[config.mk]
export PLATFORM = sky130hd
export DESIGN_NAME = spi_lcd_command_window_writer
export DESIGN_NICKNAME = d
export VERILOG_FILES = /design/src/slcww_pkg.sv /design/src/spi_lcd_command_window_writer.sv
export SDC_FILE = /design/constraint.sdc
export NUM_CORES = 1
export LEC_CHECK = 0
export BUFFER_PORTS_ARGS = -buffer_cell sky130_fd_sc_hd__buf_2
export CAP_MARGIN = 5
export CORE_ASPECT_RATIO = 0.7
export CORE_MARGIN = 2
export CORE_UTILIZATION = 55
export DETAILED_ROUTE_END_ITERATION = 10
export GPL_TIMING_DRIVEN = 0
export PLACE_DENSITY = 0.75
export RECOVER_POWER = 25
export SYNTH_ARGS = -nofsm -noshare
export SYNTH_HDL_FRONTEND = slang
export SYNTH_SLANG_ARGS = --single-unit
[constraint.sdc]
create_clock -name i_clk -period 5.61 [get_ports i_clk]
set_input_delay 0.2805 -clock i_clk [delete_from_list [all_inputs] [get_ports i_clk]]
set_output_delay 0.2805 -clock i_clk [all_outputs]
set_load 0.05 [all_outputs]
[src/slcww_pkg.sv]
`default_nettype none

package slcww_pkg;

    localparam int FRAME_WIDTH_DEF  = 320;
    localparam int FRAME_HEIGHT_DEF = 240;

    // command codes
    localparam logic [7:0] CMD_NONE     = 8'h00;
    localparam logic [7:0] CMD_RESET    = 8'h01;
    localparam logic [7:0] CMD_READ_ID  = 8'h04;
    localparam logic [7:0] CMD_WAKE     = 8'h11;
    localparam logic [7:0] CMD_SHOW     = 8'h29;
    localparam logic [7:0] CMD_COLS     = 8'h2a;
    localparam logic [7:0] CMD_ROWS     = 8'h2b;
    localparam logic [7:0] CMD_MEMWRITE = 8'h2c;
    localparam logic [7:0] CMD_ACCESS   = 8'h36;
    localparam logic [7:0] CMD_FORMAT   = 8'h3a;

    localparam logic [7:0] FORMAT_565   = 8'h55;
    localparam logic [7:0] ID_LAST      = 8'he3;
    localparam logic [7:0] ID_FILL      = 8'h00;

    localparam logic [1:0] ID_IDX_LAST  = 2'd3;
    localparam logic [1:0] PARAM_LAST   = 2'd3;

    // reciprocal constants for the rounding divide by 31 and by 63
    localparam logic [13:0] RECIP_31 = 14'd8457;
    localparam logic [14:0] RECIP_63 = 15'd16645;

    typedef struct packed {
        logic       action;
        logic [7:0] spi_byte;
    } t_item;

    typedef struct packed {
        logic [7:0] read_byte;
        logic       pixel_valid;
        logic [8:0] pixel_col;
        logic [7:0] pixel_row;
        logic [7:0] red;
        logic [7:0] green;
        logic [7:0] blue;
        logic       frame_clear;
        logic       panel_on;
        logic       asleep;
        logic [7:0] orientation;
    } t_result;

    function automatic logic [7:0] id_byte(input logic [1:0] idx);
        logic [7:0] v;
        if (idx == ID_IDX_LAST) begin
            v = ID_LAST;
        end else begin
            v = ID_FILL;
        end
        return v;
    endfunction

    // (c*255 + 15) / 31 by multiply and shift, exact for 5-bit c
    function automatic logic [7:0] expand5(input logic [4:0] c);
        logic [12:0] x;
        logic [26:0] p;
        x = 13'({c, 8'h00} - {8'h00, c}) + 13'd15;
        p = 27'(x) * 27'(RECIP_31);
        return p[25:18];
    endfunction

    // (c*255 + 31) / 63 by multiply and shift, exact for 6-bit c
    function automatic logic [7:0] expand6(input logic [5:0] c);
        logic [13:0] x;
        logic [28:0] p;
        x = 14'({c, 8'h00} - {8'h00, c}) + 14'd31;
        p = 29'(x) * 29'(RECIP_63);
        return p[27:20];
    endfunction

endpackage

`default_nettype wire

[src/spi_lcd_command_window_writer.sv]
// a result word is registered and is valid in the cycle after its input word is accepted
// throughput: one word per cycle while the output is taken, set by the single result register
// o_in_ready stays high while the result register is empty or being taken
// reset: synchronous active-low i_rst_n returns all control state, windows,
// cursor and status to power-on values; nothing is pending afterwards
`default_nettype none

module spi_lcd_command_window_writer #(
    parameter int FRAME_WIDTH  = slcww_pkg::FRAME_WIDTH_DEF,
    parameter int FRAME_HEIGHT = slcww_pkg::FRAME_HEIGHT_DEF
) (
    input  wire                 i_clk,
    input  wire                 i_rst_n,
    input  wire                 i_in_valid,
    output logic                o_in_ready,
    input  wire slcww_pkg::t_item i_in_item,
    output logic                o_out_valid,
    input  wire                 i_out_ready,
    output slcww_pkg::t_result  o_out_result
);
    import slcww_pkg::*;

    localparam logic [15:0] FW      = 16'(FRAME_WIDTH);
    localparam logic [15:0] FH      = 16'(FRAME_HEIGHT);
    localparam logic [15:0] COL_MAX = 16'(FRAME_WIDTH - 1);
    localparam logic [15:0] ROW_MAX = 16'(FRAME_HEIGHT - 1);

    logic [7:0]  r_active, n_active;
    logic [7:0]  r_format, n_format;
    logic [7:0]  r_access, n_access;
    logic [7:0]  r_param0, r_param1, r_param2;
    logic [7:0]  n_param0, n_param1, n_param2;
    logic [1:0]  r_param_count, n_param_count;
    logic [1:0]  r_id_index, n_id_index;
    logic [15:0] r_col_start, n_col_start, r_col_end, n_col_end;
    logic [15:0] r_row_start, n_row_start, r_row_end, n_row_end;
    logic [15:0] r_cur_col, n_cur_col, r_cur_row, n_cur_row;
    logic        r_high_held, n_high_held;
    logic [7:0]  r_high_byte, n_high_byte;
    logic        r_disp_on, n_disp_on;
    logic        r_sleeping, n_sleeping;

    logic        r_out_valid;
    t_result     r_result, n_result;

    logic        accept;
    logic [15:0] col_inc, row_inc;
    logic [15:0] ppair;
    logic [15:0] last_pair;

    assign o_in_ready   = !r_out_valid || i_out_ready;
    assign accept       = i_in_valid && o_in_ready;
    assign o_out_valid  = r_out_valid;
    assign o_out_result = r_result;

    assign col_inc   = r_cur_col + 16'd1;
    assign row_inc   = r_cur_row + 16'd1;
    assign ppair     = {r_high_byte, i_in_item.spi_byte};
    assign last_pair = {r_param2, i_in_item.spi_byte};

    always_comb begin
        n_active      = r_active;
        n_format      = r_format;
        n_access      = r_access;
        n_param0      = r_param0;
        n_param1      = r_param1;
        n_param2      = r_param2;
        n_param_count = r_param_count;
        n_id_index    = r_id_index;
        n_col_start   = r_col_start;
        n_col_end     = r_col_end;
        n_row_start   = r_row_start;
        n_row_end     = r_row_end;
        n_cur_col     = r_cur_col;
        n_cur_row     = r_cur_row;
        n_high_held   = r_high_held;
        n_high_byte   = r_high_byte;
        n_disp_on     = r_disp_on;
        n_sleeping    = r_sleeping;
        n_result      = '0;

        // shifted-out byte depends on the command before this word
        if (r_active == CMD_READ_ID) begin
            n_result.read_byte = id_byte(r_id_index);
            n_id_index         = r_id_index + 2'd1;
        end

        if (!i_in_item.action) begin
            n_active      = i_in_item.spi_byte;
            n_param_count = '0;
            n_id_index    = '0;
            n_high_held   = 1'b0;
            case (i_in_item.spi_byte)
                CMD_RESET: begin
                    n_active             = CMD_NONE;
                    n_format             = FORMAT_565;
                    n_access             = '0;
                    n_col_start          = '0;
                    n_col_end            = COL_MAX;
                    n_row_start          = '0;
                    n_row_end            = ROW_MAX;
                    n_cur_col            = '0;
                    n_cur_row            = '0;
                    n_disp_on            = 1'b0;
                    n_sleeping           = 1'b1;
                    n_result.frame_clear = 1'b1;
                end
                CMD_WAKE:     n_sleeping = 1'b0;
                CMD_SHOW:     n_disp_on  = 1'b1;
                CMD_MEMWRITE: begin
                    n_cur_col = r_col_start;
                    n_cur_row = r_row_start;
                end
                default: ;
            endcase
        end else begin
            case (r_active)
                CMD_COLS, CMD_ROWS: begin
                    if (r_param_count != PARAM_LAST) begin
                        case (r_param_count)
                            2'd0:    n_param0 = i_in_item.spi_byte;
                            2'd1:    n_param1 = i_in_item.spi_byte;
                            default: n_param2 = i_in_item.spi_byte;
                        endcase
                        n_param_count = r_param_count + 2'd1;
                    end else begin
                        if (r_active == CMD_COLS) begin
                            n_col_start = {r_param0, r_param1};
                            n_col_end   = last_pair;
                        end else begin
                            n_row_start = {r_param0, r_param1};
                            n_row_end   = last_pair;
                        end
                        n_param_count = '0;
                    end
                end
                CMD_ACCESS: n_access = i_in_item.spi_byte;
                CMD_FORMAT: n_format = i_in_item.spi_byte;
                CMD_MEMWRITE: begin
                    if (r_format == FORMAT_565) begin
                        if (!r_high_held) begin
                            n_high_byte = i_in_item.spi_byte;
                            n_high_held = 1'b1;
                        end else begin
                            n_high_held = 1'b0;
                            if (r_cur_col < FW && r_cur_row < FH) begin
                                n_result.pixel_valid = 1'b1;
                                n_result.pixel_col   = r_cur_col[8:0];
                                n_result.pixel_row   = r_cur_row[7:0];
                                n_result.red         = expand5(ppair[15:11]);
                                n_result.green       = expand6(ppair[10:5]);
                                n_result.blue        = expand5(ppair[4:0]);
                            end
                            // cursor walks the window, wrapping at its edges
                            if (col_inc > r_col_end) begin
                                n_cur_col = r_col_start;
                                n_cur_row = (row_inc > r_row_end) ? r_row_start : row_inc;
                            end else begin
                                n_cur_col = col_inc;
                            end
                        end
                    end
                end
                default: ;
            endcase
        end

        n_result.panel_on    = n_disp_on;
        n_result.asleep      = n_sleeping;
        n_result.orientation = n_access;
    end

    always_ff @(posedge i_clk) begin
        if (!i_rst_n) begin
            r_active      <= CMD_NONE;
            r_format      <= FORMAT_565;
            r_access      <= '0;
            r_param_count <= '0;
            r_id_index    <= '0;
            r_col_start   <= '0;
            r_col_end     <= COL_MAX;
            r_row_start   <= '0;
            r_row_end     <= ROW_MAX;
            r_cur_col     <= '0;
            r_cur_row     <= '0;
            r_high_held   <= 1'b0;
            r_disp_on     <= 1'b0;
            r_sleeping    <= 1'b1;
            r_out_valid   <= 1'b0;
        end else begin
            if (accept) begin
                r_active      <= n_active;
                r_format      <= n_format;
                r_access      <= n_access;
                r_param_count <= n_param_count;
                r_id_index    <= n_id_index;
                r_col_start   <= n_col_start;
                r_col_end     <= n_col_end;
                r_row_start   <= n_row_start;
                r_row_end     <= n_row_end;
                r_cur_col     <= n_cur_col;
                r_cur_row     <= n_cur_row;
                r_high_held   <= n_high_held;
                r_disp_on     <= n_disp_on;
                r_sleeping    <= n_sleeping;
                r_out_valid   <= 1'b1;
            end else if (i_out_ready) begin
                r_out_valid   <= 1'b0;
            end
        end
    end

    // payload registers, no reset
    always_ff @(posedge i_clk) begin
        if (accept) begin
            r_param0    <= n_param0;
            r_param1    <= n_param1;
            r_param2    <= n_param2;
            r_high_byte <= n_high_byte;
            r_result    <= n_result;
        end
    end

`ifndef SYNTHESIS
    a_clear_restores_status: assert property (@(posedge i_clk) disable iff (!i_rst_n)
        (o_out_valid && o_out_result.frame_clear) |->
        (!o_out_result.panel_on && o_out_result.asleep && o_out_result.orientation == '0))
        else $error("frame clear word carries non-reset status");

    a_cmd_drops_half_pixel: assert property (@(posedge i_clk) disable iff (!i_rst_n)
        (accept && !i_in_item.action) |=> (!r_high_held && r_param_count == '0))
        else $error("command word left pixel or window bytes pending");

    a_high_byte_held: assert property (@(posedge i_clk) disable iff (!i_rst_n)
        (accept && i_in_item.action && r_active == CMD_MEMWRITE &&
         r_format == FORMAT_565 && !r_high_held) |=> (r_high_held && !o_out_result.pixel_valid))
        else $error("first pixel byte not held");

    a_id_last_byte: assert property (@(posedge i_clk) disable iff (!i_rst_n)
        (accept && r_active == CMD_READ_ID && r_id_index == ID_IDX_LAST) |=>
        (o_out_result.read_byte == ID_LAST))
        else $error("read id sequence out of step");
`endif

endmodule

`default_nettype wire
# Word level (Yosys, flattened, before mapping)
# Cells that the tools add are included.
[word_totals] register_bits=221 inputBits=13 output_inout_bits=63 word_cells=156
[op_classes] add_sub_neg=10 n_mul=3 order_cmp=4 eq_ne=24 mux=57 bitwise=3 reduce_logical=25
[ops] operator="two-way mux 16 bit" n=30
[ops] operator="two-way mux 8 bit" n=8
[ops] operator="one-hot mux 16 bit (2 select lines)" n=2
[ops] operator="== test 8 x 6 -> 1 bit, second input constant" n=7
[ops] operator="multiplier 13 x 14 -> 26 bit, second input constant" n=2
[ops] operator="two-way mux 42 bit" n=1
[ops] operator="AND reduction 5 bit" n=8
[ops] operator="adder 16 x 1 -> 16 bit, second input constant" n=2
[ops] operator="greater-than comparator 16 bit" n=2
[ops] operator="multiplier 14 x 15 -> 28 bit, second input constant" n=1
[ops] operator="adder 13 x 4 -> 13 bit, second input constant" n=2
[ops] operator="subtractor 13 x 5 -> 13 bit" n=2
[ops] operator="< comparator 16 x 8 -> 1 bit, second input constant" n=1
[ops] operator="< comparator 16 x 9 -> 1 bit, second input constant" n=1
[ops] operator="inequality test 2 x 1 -> 1 bit, second input constant" n=8
[ops] operator="adder 14 x 5 -> 14 bit, second input constant" n=1
[ops] operator="subtractor 14 x 6 -> 14 bit" n=1
[ops] operator="two-way mux 2 bit" n=5
[ops] operator="two-way mux 1 bit" n=9
[ops] operator="== test 8 x 1 -> 1 bit, second input constant" n=1
[ops] operator="== test 8 x 3 -> 1 bit, second input constant" n=1
[ops] operator="== test 8 x 5 -> 1 bit, second input constant" n=1
[ops] operator="== test 8 x 7 -> 1 bit, second input constant" n=1
[ops] operator="inequality test 2 bit, second input constant" n=3
[ops] operator="16 further kinds" n=26

# Depth between registers and ports, before layout
# Gate-level depths: netlist (run 1).
[depth] ltp_word=8 mapped_depth=24 mapped_depth_nobuf=23

# Worst setup path after synthesis (run 1)
# No wires, ideal clock.
[synth_path] kind="register to register" from="reg r_high_byte[2]" to="reg r_result, in the netlist o_out_result[26] (data pin)" setup_ns=0.266 arrival_time_ns=4.756 required_ns=5.344 slack_ns=0.588 path_stages_with_launch=21 n_path_buf=0 period_less_slack_ns=5.022 cell_sequence="edfxtp_1 > ha_1 > nand4_1 > ha_1 > inv_1 > ha_1 > ha_1 > mux2_2 > fa_1 > ha_1 > ha_1 > ha_1 > a21o_1 > a21oi_1 > o21ai_0 > a21o_1 > a41oi_1 > o211ai_1 > a22oi_1 > xnor2_1 > nor2_1"
[synth_via] elab_chain_cells=3
[synth_lines] item="start: declaration" line_no="spi_lcd_command_window_writer.sv:39" text="logic [7:0] r_high_byte, n_high_byte;"
[synth_lines] item="start signal: assignment" line_no="spi_lcd_command_window_writer.sv:219" text="r_high_byte <= n_high_byte;"
[synth_lines] item="subtractor 14 x 6 -> 14 bit" line_no="slcww_pkg.sv:73" text="x = 14'({c, 8'h00} - {8'h00, c}) + 14'd31;"
[synth_lines] item="adder 14 x 5 -> 14 bit" line_no="slcww_pkg.sv:73"
[synth_lines] item="multiplier 14 x 15 -> 28 bit" line_no="slcww_pkg.sv:74" text="p = 29'(x) * 29'(RECIP_63);"
[synth_lines] item="end signal: assignment" line_no="spi_lcd_command_window_writer.sv:220" text="r_result <= n_result;"
[synth_lines] item="end: declaration" line_no="spi_lcd_command_window_writer.sv:44" text="t_result r_result, n_result;"
# No other way between the ends.
# A chain may end at the register's enable or synchronous reset.

# Final worst setup path (run 1)
[layout_path] from="reg r_high_byte[0]" to="reg r_result, in the netlist o_out_result[26] (data pin)"
# Same word-level chain as after synthesis.

==> results of run 1 <==
[layout by cell type (no fill, tap or decap), types with 4 or more instances in the layout]
cell type	n
nand4_1	18
nor2_1	77
a221oi_1	6
or2_2	4
a22o_1	12
clkbuf_16	23
ha_1	215
clkbuf_1	112
o22ai_1	26
xor2_1	29
nand2b_1	12
nor4_1	4
buf_4	17
or3_1	6
a21oi_1	39
fa_1	22
o21ai_0	55
inv_1	114
nand3_1	54
nand2_1	134
a21boi_0	42
and4_1	4
a32oi_1	4
nor3b_1	4
nor2b_1	33
xnor2_1	31
a21o_1	31
a31oi_1	17
edfxtp_1	86
and3_1	17
and2_1	24
nor3_1	22
buf_2	22
o21a_1	5
dfxtp_1	128
a22oi_1	31
[critical path: cells and delay by family, from the launching register on]
kind	cells	cell delay [ns]
fa+ha+maj	7	2.17
compound gates	7	1.35
buf+inv	3	0.46
flops	1	0.39
mux	1	0.28
simple gates	2	0.21
xor+xnor	1	0.15
[through the flow]
| step | std cells | setup TNS, ns | worst slack [ns] | area [um2] |
|---|---|---|---|---|
| after CTS | 1869 | 0 | 0.0139 | 15200 |
| after global routing | 1874 | 0 | 0.0255 | 15200 |
| after detailed placement | 1824 | -1.69 | -0.449 | 14500 |
| final | 1875 | 0 | 0.304 | 15200 |
| after global placement | 1822 | -0.993 | -0.364 | 14500 |
| after floorplan | 1426 | 0 | 0.588 | 13700 |
[logic make-up (layout without fill, tap and decap cells)]
family,Yosys count,after routing
fa+ha+maj,239,239
simple gates,428,428
other cells,1,4
compound gates,297,297
xor+xnor,60,60
flops,214,214
buf+inv,184,307
mux,1,1
[sequential cells by signal, indices dropped and copies added, names as in the netlist, 2 cells and up]
name / count
r_param2: 8
r_id_index: 2
r_col_start: 16
r_col_end: 16
r_high_byte: 8
r_row_end: 16
r_access: 8
r_active: 8
r_param1: 8
r_format: 8
r_row_start: 16
r_cur_col: 16
r_cur_row: 16
o_out_result: 54
r_param0: 8
r_param_count: 2
[layer usage]
layer	share of wire, %	global-route usage, %	vias up
met1	47	41.2	5232
met5	0	0	-
li1	-	-	5278
met4	1.9	6.28	0
met3	10	7.77	42
met2	41	40.6	423
[report_power, final]
part | internal [mW] | total, mW | switching (mW) | leakage (nW)
Clock | 0.790 | 1.43 | 0.645 | 0.342
Sequential | 1.64 | 1.66 | 0.0186 | 1.87
Combinational | 0.192 | 0.569 | 0.377 | 4.48
[path summary, 6_finish.rpt]
| path | startpoint | to | slack [ns] | depth (start not counted) |
|---|---|---|---|---|
| setup reg to reg | r_high_byte[0]$_DFFE_PP_ | o_out_result[26]$_SDFFCE_PN0P_ | 0.30 | 21 |
| hold / removal | i_in_valid | o_out_valid$_SDFFE_PN0P_ | 0.02 | 3 |
| setup / recovery | r_high_byte[0]$_DFFE_PP_ | o_out_result[26]$_SDFFCE_PN0P_ | 0.30 | 21 |
| hold reg to reg | r_access[4]$_SDFFE_PN0P_ | r_access[4]$_SDFFE_PN0P_ | 0.46 | 2 |
[repair_timing]
action	in CTS	in global routing
resized for setup	0	10
setup endpoints to repair	2	11
hold buffers	0	0
buffers inserted	3	5
[cell type report]
cell class / count / area (um2)
well taps: 325 / 407
diodes: 1 / 2.50
clock buffers: 32 / 629
flip-flops and latches: 214 / 5140
fillers: 2080 / 9350
plain buffers: 68 / 320
inverters: 116 / 435
clock inverters: 10 / 62.6
multi-input cells: 1028 / 7850
repair buffers: 81 / 364
==> flow_summary.ini, run 1 <==
[outcome]
outcome = finished, final reports clean

[yosys]
seq_area_frac_synth_pct = 37.5
syn_inst = 1424
synth_fa_ha_area_share_pct = 23.0
synth_mux_area_share_pct = 0.0821
synth_common_cells = ha_1 (215), nand2_1 (134), dfxtp_1 (128), inv_1 (116), edfxtp_1 (86)
synth_top_family_by_area = adder cells
synth-xor-area-share_pct = 3.83
synth_top_area_share_pct = 19.6
synth.most_common_cell = ha_1
synth-compound-area-share_pct = 14.7
async_flop_share_pct = 0
ys.flop_type = dfxtp_1
ys_types = 65
synth_edf_count = 86
synth_top_area_cell = ha_1
synth.avg_cell_area_um2 = 9.63
yosysWarningCount = 0
synth_simple_gate_area_share_pct = 15.4
syn-cell-area_um2 = 13700
synth_seq_cells = 214
synth_area_leaders = ha_1 (20%), edfxtp_1 (19%), dfxtp_1 (19%)

[critical_path]
cp-start-kind = register
cp_slowest_cell = fa_1
critical_path_arrival_ns = 5.54
cp.required_ns = 5.85
worstPathCellList = clkbuf_1 -> inv_2 -> nand4_1 -> ha_1 -> inv_1 -> ha_1 -> ha_1 -> mux2_2 -> fa_1 -> ha_1 -> ha_1 -> ha_1 -> a21o_1 -> a21oi_1 -> o21ai_0 -> a21o_1 -> a41oi_4 -> o211ai_1 -> a22oi_1 -> xnor2_1 -> nor2_1
crit_path_end_kind = register
path_class = reg2reg
timing.critical_path.mode_cell = ha_1
critPathMaxStageDelay_ns = 0.48
path_max_fanout = 7

[detailed_routing]
via_per_inst = 5.85
drt-pass1-iter-count = 8
drcViolationCount = 0
drtAntennaViolNets = 0
drt_iter0_markers = 971
vias = 11000
wl_per_cell_um = 19.1
totalWireLength_mm = 35.9

[floorplan]
die_x_um = 193
die_area_um2 = 26200
die_h_um = 136
core-area_um2 = 24600
initial_core_util_pct = 55.8
fp-row-count = 48
boundaryPins = 76

[finish]
postLayoutCoreUtil_pct = 62.0
fin_nets = 1782
drive_gt1_share_pct = 6.26
synthToLayoutAreaGrowth_pct = 11.0

[grt]
grt.total_usage_pct = 28.0
grt_max_degree = 39
antenna_found_initial = 1
grt_first_pass_wirelength_mm = 56.7
overflow = 0
grt_pass1_vias = 10500

[clock_tree]
clk_latency_ns = 0.53
clock_path_buffers = 3
cts-htree-levels = 1
clock-sinks = 214
tritoncts = built
cts_buffers = 23
clk_pin_slew_ns = 0.06
cts_root_buf = clkbuf_16

[timing]
whs_ns = 0.0196
setup_viol = 0
fmax_mhz = 188
max-slew-margin-rel_pct = 22.8
rsz0062_at_grt = false
period_share_pct = 94.6
finalMaxSlewViolations = 0
finalCriticalPeriod_ns = 5.31
worst_slew_pin_slew_ns = 1.16
hold_violations = 0
clock_skew_ns = 0.0168

[run]
cap_viol_max_count = 0

[pwr]
power_mw = 3.67
powerDensity_nw_per_um2 = 241
p_leak_nw = 6.69
vdd_drop_max_v = 0.000203

[placed_design]
port_buffers = 71
place.gp.congestion = 0.925
hpwl_mm = 27.1

[worst_hold_path]
min_path_type = in2reg
Power figures use the tool's default switching activity.
==> run 2: changes to the inputs <==
--- a/config.mk
+++ b/config.mk
@@ -7,12 +7,14 @@
 export LEC_CHECK = 0
 export BUFFER_PORTS_ARGS = -buffer_cell sky130_fd_sc_hd__buf_2
 export CAP_MARGIN = 5
+export CELL_PAD_IN_SITES_DETAIL_PLACEMENT = 0
+export CELL_PAD_IN_SITES_GLOBAL_PLACEMENT = 1
 export CORE_ASPECT_RATIO = 0.7
 export CORE_MARGIN = 2
-export CORE_UTILIZATION = 55
+export CORE_UTILIZATION = 49
 export DETAILED_ROUTE_END_ITERATION = 10
 export GPL_TIMING_DRIVEN = 0
-export PLACE_DENSITY = 0.75
+export PLACE_DENSITY = 0.83
 export RECOVER_POWER = 25
 export SYNTH_ARGS = -nofsm -noshare
 export SYNTH_HDL_FRONTEND = slang
==> flow_summary.ini, run 2 (same netlist as run 1, synthesis figures left out) <==
[placed_design]
port_buffers = 71
placed_area_um2 = 14600
place_ws_ns = -0.484
dpl.cell_count = 1871
hpwl_mm = 27.5
place.gp.congestion = 0.902

[detailed_routing]
drt_iter0_markers = 826
drcViolationCount = 0
totalWireLength_mm = 36.0
drt-pass1-iter-count = 5
via_per_inst = 5.60
drtAntennaViolNets = 0
vias = 10700
wl_per_cell_um = 18.8

[finish]
antenna_cells = 0
synthToLayoutAreaGrowth_pct = 12.1
multiInputGateArea_um2 = 7850
final_common_cell = ha_1
final_area_um2 = 15400
fin_nets = 1779
largest_register_ffs = 54
regArea_um2 = 5140
stdcell_count = 1916
drive_gt1_share_pct = 6.21
n_fill_cell = 2533
final_cell_mix = ha_1 (215), nand2_1 (134), dfxtp_1 (128)

[critical_path]
worst-path-buf-inv = 5
cp-start-kind = input pin
path_max_fanout = 10
critPathMaxStageDelay_ns = 0.48
crit_path_end_kind = register
r2r-end = o_out_result[26]$_SDFFCE_PN0P_
reg2reg_depth = 21
worstPathCellList = clkbuf_1 -> clkbuf_2 -> inv_1 -> a31oi_1 -> ha_1 -> fa_1 -> inv_1 -> fa_1 -> inv_1 -> ha_1 -> ha_1 -> and3_1 -> a221o_1 -> a21o_1 -> a32oi_1 -> o221ai_1 -> o41a_1 -> a31oi_1 -> xor2_1 -> nor2_1
path_class = in2reg
cp_slowest_cell = clkbuf_1
rrSetupSlack_ns = 0.29
r2r_start = r_high_byte[0]$_DFFE_PP_
cpLargestDelayFamily = compound AO/OA/AOI/OAI gates
cp.required_ns = 5.85
critical_path_arrival_ns = 5.57

[floorplan]
die_x_um = 204
boundaryPins = 76
fp-row-count = 51
die_area_um2 = 29400
core-area_um2 = 27700
die_h_um = 144
initial_core_util_pct = 49.5

[outcome]
outcome = finished, final reports clean

[clock_tree]
clk_pin_slew_ns = 0.07
cts_root_buf = clkbuf_16
tritoncts = built
cts_buffers = 23
cts-htree-levels = 1
clock_path_buffers = 3
clk_latency_ns = 0.52
clock-sinks = 214

[worst_hold_path]
worst_hold_startpoint = i_out_ready
min_path_type = in2reg
min_delay_path_depth = 3
min_to = o_out_valid$_SDFFE_PN0P_

[pwr]
vdd_drop_max_v = 0.000186
powerDensity_nw_per_um2 = 250
p_leak_nw = 6.72
power_mw = 3.84

[timing]
setup_slack_ns = 0.277
max-slew-margin-rel_pct = 29.2
finalCriticalPeriod_ns = 5.33
rsz0062_at_grt = false
clock_skew_ns = 0.0184
finalMaxSlewViolations = 0
hold_violations = 0
setup_viol = 0
fmax_mhz = 188
period_share_pct = 95.1
worst_slew_pin_slew_ns = 1.06

[grt]
grt_first_pass_wirelength_mm = 56.5
grt.total_usage_pct = 24.9
grt_max_degree = 31
overflow = 0
grt_pass1_vias = 10100
antenna_found_initial = 1

[run]
cap_viol_max_count = 0
## run 2: cell types whose count changed in the layout (fill, tap and decap cells not counted), moves of 2 or more
cell	delta
buf_4	-6
clkbuf_1	-4
clkbuf_16	+3
inv_4	-3
bufinv_16	+2
clkinv_4	+2
## run 2: area by class of cell
cell class	count	area share, %
multi-input cells	1028	51.1
inverters	116	2.83
well taps	371	3.02
clock inverters	10	0.782
plain buffers	68	2.08
repair buffers	78	2.33
clock buffers	31	4.42
flip-flops and latches	214	33.5
## run 2: power by group
part	switching (mW)	internal, mW	total (mW)	leakage (nW)
logic	0.371	0.191	0.563	4.47
registers	0.0191	1.64	1.66	1.87
clock network	0.664	0.950	1.61	0.386
total	1.05	2.79	3.84	6.72
## run 2: per-stage QoR
stage,hold WS [ns],TNS (ns),util [%]
floorplan,0.379,0,-
global placement,0.441,-1.46,52.5
detailed placement,0.449,-1.94,52.7
CTS,0.0657,0,55.6
global route,0.144,0,55.5
finish,0.0868,0,55.5
## run 2: worst reg2reg max path: stages, from the launching register on
cell      delay (ns)
edfxtp_1        0.36
clkbuf_1        0.22
inv_2           0.18
nand4_1         0.17
ha_1            0.38
inv_1           0.06
ha_1            0.18
ha_1            0.20
mux2_2          0.28
fa_1            0.48
ha_1            0.31
ha_1            0.29
ha_1            0.31
a21o_1          0.18
a21oi_1         0.15
o21ai_0         0.12
a21o_1          0.22
a41oi_4         0.32
o211ai_1        0.16
a22oi_1         0.24
xnor2_1         0.17
nor2_1          0.06
## run 2: per-layer routing
metal | wire length [um] | vias to the layer above | GRT usage, %
li1 | - | 5278 | -
met1 | 18300 | 5081 | 38.7
met2 | 14500 | 333 | 36.5
met3 | 2620 | 41 | 3.24
met4 | 647 | 0 | 4.96
met5 | 0 | - | 0
## run 2: worst max path at each step
stage | start | endpoint | slack [ns] | depth (start not counted)
after floorplan | r_high_byte[2]$_DFFE_PP_ | o_out_result[26]$_SDFFCE_PN0P_ | 0.59 | 20
after global placement | i_in_item[4] | o_out_result[18]$_SDFFCE_PN0P_ | -0.42 | 20
after detailed placement | i_in_item[4] | o_out_result[18]$_SDFFCE_PN0P_ | -0.48 | 20
after CTS | r_high_byte[2]$_DFFE_PP_ | o_out_result[26]$_SDFFCE_PN0P_ | 0.01 | 20
after global routing | r_high_byte[0]$_DFFE_PP_ | o_out_result[26]$_SDFFCE_PN0P_ | 0.01 | 21
final | i_in_item[2] | o_out_result[18]$_SDFFCE_PN0P_ | 0.28 | 20
## run 2: timing repair
| action | in CTS | in global routing |
|---|---|---|
| setup endpoints to repair | 3 | 12 |
| hold buffers | 1 | 0 |
| buffers inserted | 0 | 2 |
| gates resized for setup | 1 | 8 |
| hold endpoints to repair | 1 | 0 |
| pin swaps | 0 | 0 |
==> run 3: changes to the inputs <==
--- a/config.mk
+++ b/config.mk
@@ -5,16 +5,17 @@
 export SDC_FILE = /design/constraint.sdc
 export NUM_CORES = 1
 export LEC_CHECK = 0
+export ABC_AREA = 1
 export BUFFER_PORTS_ARGS = -buffer_cell sky130_fd_sc_hd__buf_2
 export CAP_MARGIN = 5
 export CELL_PAD_IN_SITES_DETAIL_PLACEMENT = 0
 export CELL_PAD_IN_SITES_GLOBAL_PLACEMENT = 1
-export CORE_ASPECT_RATIO = 0.7
+export CORE_ASPECT_RATIO = 1.2
 export CORE_MARGIN = 2
-export CORE_UTILIZATION = 49
+export CORE_UTILIZATION = 47
 export DETAILED_ROUTE_END_ITERATION = 10
 export GPL_TIMING_DRIVEN = 0
-export PLACE_DENSITY = 0.83
+export PLACE_DENSITY = 0.84
 export RECOVER_POWER = 25
 export SYNTH_ARGS = -nofsm -noshare
 export SYNTH_HDL_FRONTEND = slang
==> flow_summary.ini, run 3 <==
[floorplan]
die_h_um = 203
die_area_um2 = 34600
initial_core_util_pct = 47.4
fp-row-count = 73
die_x_um = 170
core-area_um2 = 32900
boundaryPins = 76

[clock_tree]
cts_resized = 0
cts_buffers = 25
ctsHoldBuffers = 0
cts-htree-levels = 1
tritoncts = built
clock_path_buffers = 3
cts_setup_buffers = 0
clk_latency_ns = 0.55
cts_root_buf = clkbuf_16
clock-sinks = 214
clk_pin_slew_ns = 0.06

[yosys]
synth_top_area_cell = ha_1
syn-cell-area_um2 = 15600
ys_types = 52
synth_seq_cells = 214
seq_area_frac_synth_pct = 33.0
async_flop_share_pct = 0
synth.avg_cell_area_um2 = 7.61
synth_area_leaders = ha_1 (17%), edfxtp_1 (17%), dfxtp_1 (16%)
synth_top_area_share_pct = 17.3
synth.most_common_cell = nand2_1
yosysWarningCount = 0
synth_common_cells = nand2_1 (405), inv_1 (313), ha_1 (215), a21oi_1 (192), nor2_1 (189)
syn_inst = 2047
synth_edf_count = 86
ys.flop_type = dfxtp_1

[outcome]
outcome = finished, final reports clean

[timing]
setup_viol = 0
worst_slew_pin_slew_ns = 1.20
finalCriticalPeriod_ns = 5.31
fmax_mhz = 188
setup_slack_ns = 0.303
period_share_pct = 94.6
setup_tns_ns = 0
clock_skew_ns = 0.0117
rsz0062_at_grt = false
max-slew-margin-rel_pct = 19.5
finalMaxSlewViolations = 0
hold_violations = 0

[worst_hold_path]
min_path_type = in2reg
min_to = o_out_valid$_SDFFE_PN0P_
worst_hold_startpoint = i_out_ready
min_delay_path_depth = 4

[detailed_routing]
drt_iter0_markers = 838
via_per_inst = 5.35
wl_per_cell_um = 17.1
drtAntennaViolNets = 0
drt-pass1-iter-count = 5
totalWireLength_mm = 44.2
vias = 13800
drcViolationCount = 0

[grt]
antenna_found_initial = 2
grt_max_degree = 39
grt_first_pass_wirelength_mm = 69.6
grt.total_usage_pct = 25.6
overflow = 0
grt_pass1_vias = 13500

[pwr]
powerDensity_nw_per_um2 = 246
p_leak_nw = 8.42
vdd_drop_max_v = 0.000224

[critical_path]
r2r-end = o_out_result[23]$_SDFFCE_PN0P_
r2r_start = r_high_byte[2]$_DFFE_PP_
cp.required_ns = 5.90
critical_path_arrival_ns = 5.60
path_max_fanout = 14
cp_slowest_cell = edfxtp_1
rrSetupSlack_ns = 0.30
critPathMaxStageDelay_ns = 0.72
worst-path-buf-inv = 4
cpLargestDelayFamily = adder cells
path_class = reg2reg
reg2reg_depth = 22
crit_path_end_kind = register
timing.critical_path.mode_cell = ha_1
cp-start-kind = register
worstPathCellList = ha_1 -> nand4_1 -> ha_1 -> inv_1 -> ha_1 -> ha_1 -> ha_1 -> ha_1 -> ha_1 -> inv_1 -> fa_1 -> inv_1 -> ha_1 -> nand2_1 -> nor3_1 -> nand3_1 -> nand3_1 -> nand2_1 -> nand2_1 -> nand2_1 -> inv_1 -> nor2_1

[finish]
largest_register_ffs = 54
drive_gt1_share_pct = 5.49
fin_nets = 2399
antenna_cells = 0
postLayoutCoreUtil_pct = 52.4
final_common_cell = nand2_1
final_cell_mix = nand2_1 (405), inv_1 (313), ha_1 (215)
synthToLayoutAreaGrowth_pct = 10.7

[placed_design]
hpwl_mm = 34.9
port_buffers = 72
place.gp.congestion = 0.925
place_ws_ns = 0.398

[run]
cap_viol_max_count = 0
-- run 3: kinds of logic (layout without fill, tap and decap cells) --
logic type | Yosys count | after routing | share of synthesized area [%]
buffers and inverters | 389 | 508 | 10.0
other | 1 | 3 | 0.0241
adder cells (fa/ha/maj) | 237 | 237 | 20.1
AO/OA/AOI/OAI | 383 | 383 | 13.3
XOR/XNOR | 27 | 27 | 1.52
AND/OR/NAND/NOR | 796 | 796 | 22.0
flip-flops | 214 | 214 | 33.0
-- run 3: routing by layer --
metal	wire length, um	up-vias	global-route usage (%)
met5	21	-	0
met4	2110	4	12.0
met3	2000	97	2.99
met2	22100	331	46.6
met1	18000	6389	29.8
li1	-	6973	-
-- run 3: worst max-delay path by stage --
stage                              from                        endpoint  slack (ns)  cells after the start
3_3_place_gp               i_in_item[5]  o_out_result[23]$_SDFFCE_PN0P_        0.39                     26
5_1_grt        r_high_byte[2]$_DFFE_PP_  o_out_result[23]$_SDFFCE_PN0P_        0.08                     23
3_5_place_dp               i_in_item[5]  o_out_result[23]$_SDFFCE_PN0P_        0.40                     26
6_report       r_high_byte[2]$_DFFE_PP_  o_out_result[23]$_SDFFCE_PN0P_        0.30                     22
4_1_cts        r_high_byte[2]$_DFFE_PP_  o_out_result[23]$_SDFFCE_PN0P_        0.35                     23
2_1_floorplan  r_high_byte[2]$_DFFE_PP_  o_out_result[20]$_SDFFCE_PN0P_        1.07                     20
-- run 3: power by group --
part / internal, mW / switching [mW]
clock: 0.965 / 0.704
combinational: 0.262 / 0.605
sequential: 1.67 / 0.0266
-- run 3: layout make-up --
class | instances | area (um2)
Clock inverter | 14 | 151
Timing Repair Buffer | 73 | 304
Multi-Input combinational cell | 1446 | 8870
Fill cell | 3266 | 15700
Sequential cell | 214 | 5140
Clock buffer | 32 | 683
Tap cell | 412 | 515
Buffer | 68 | 353
Inverter | 321 | 1210
-- run 3: stage by stage --
| step | hold WS, ns | power (mW) | cells | area [um2] |
|---|---|---|---|---|
| after global routing | 0.0704 | 4.43 | 2580 | 17200 |
| after CTS | 0.0279 | 4.26 | 2580 | 17300 |
| after floorplan | 0.379 | 2.35 | 2049 | 15600 |
| final | 0.0492 | 4.23 | 2580 | 17200 |
| after detailed placement | 0.453 | 2.60 | 2534 | 16500 |
| after global placement | 0.440 | 2.58 | 2533 | 16500 |
-- run 3: worst reg2reg max path: stages (launching register included) --
cell and delay [ns]:
edfxtp_1 0.72, ha_1 0.38, nand4_1 0.19, ha_1 0.36
inv_1 0.10, ha_1 0.19, ha_1 0.27, ha_1 0.28
ha_1 0.30, ha_1 0.27, inv_1 0.05, fa_1 0.50
inv_1 0.04, ha_1 0.31, nand2_1 0.10, nor3_1 0.30
nand3_1 0.12, nand3_1 0.22, nand2_1 0.10, nand2_1 0.09
nand2_1 0.05, inv_1 0.05, nor2_1 0.05
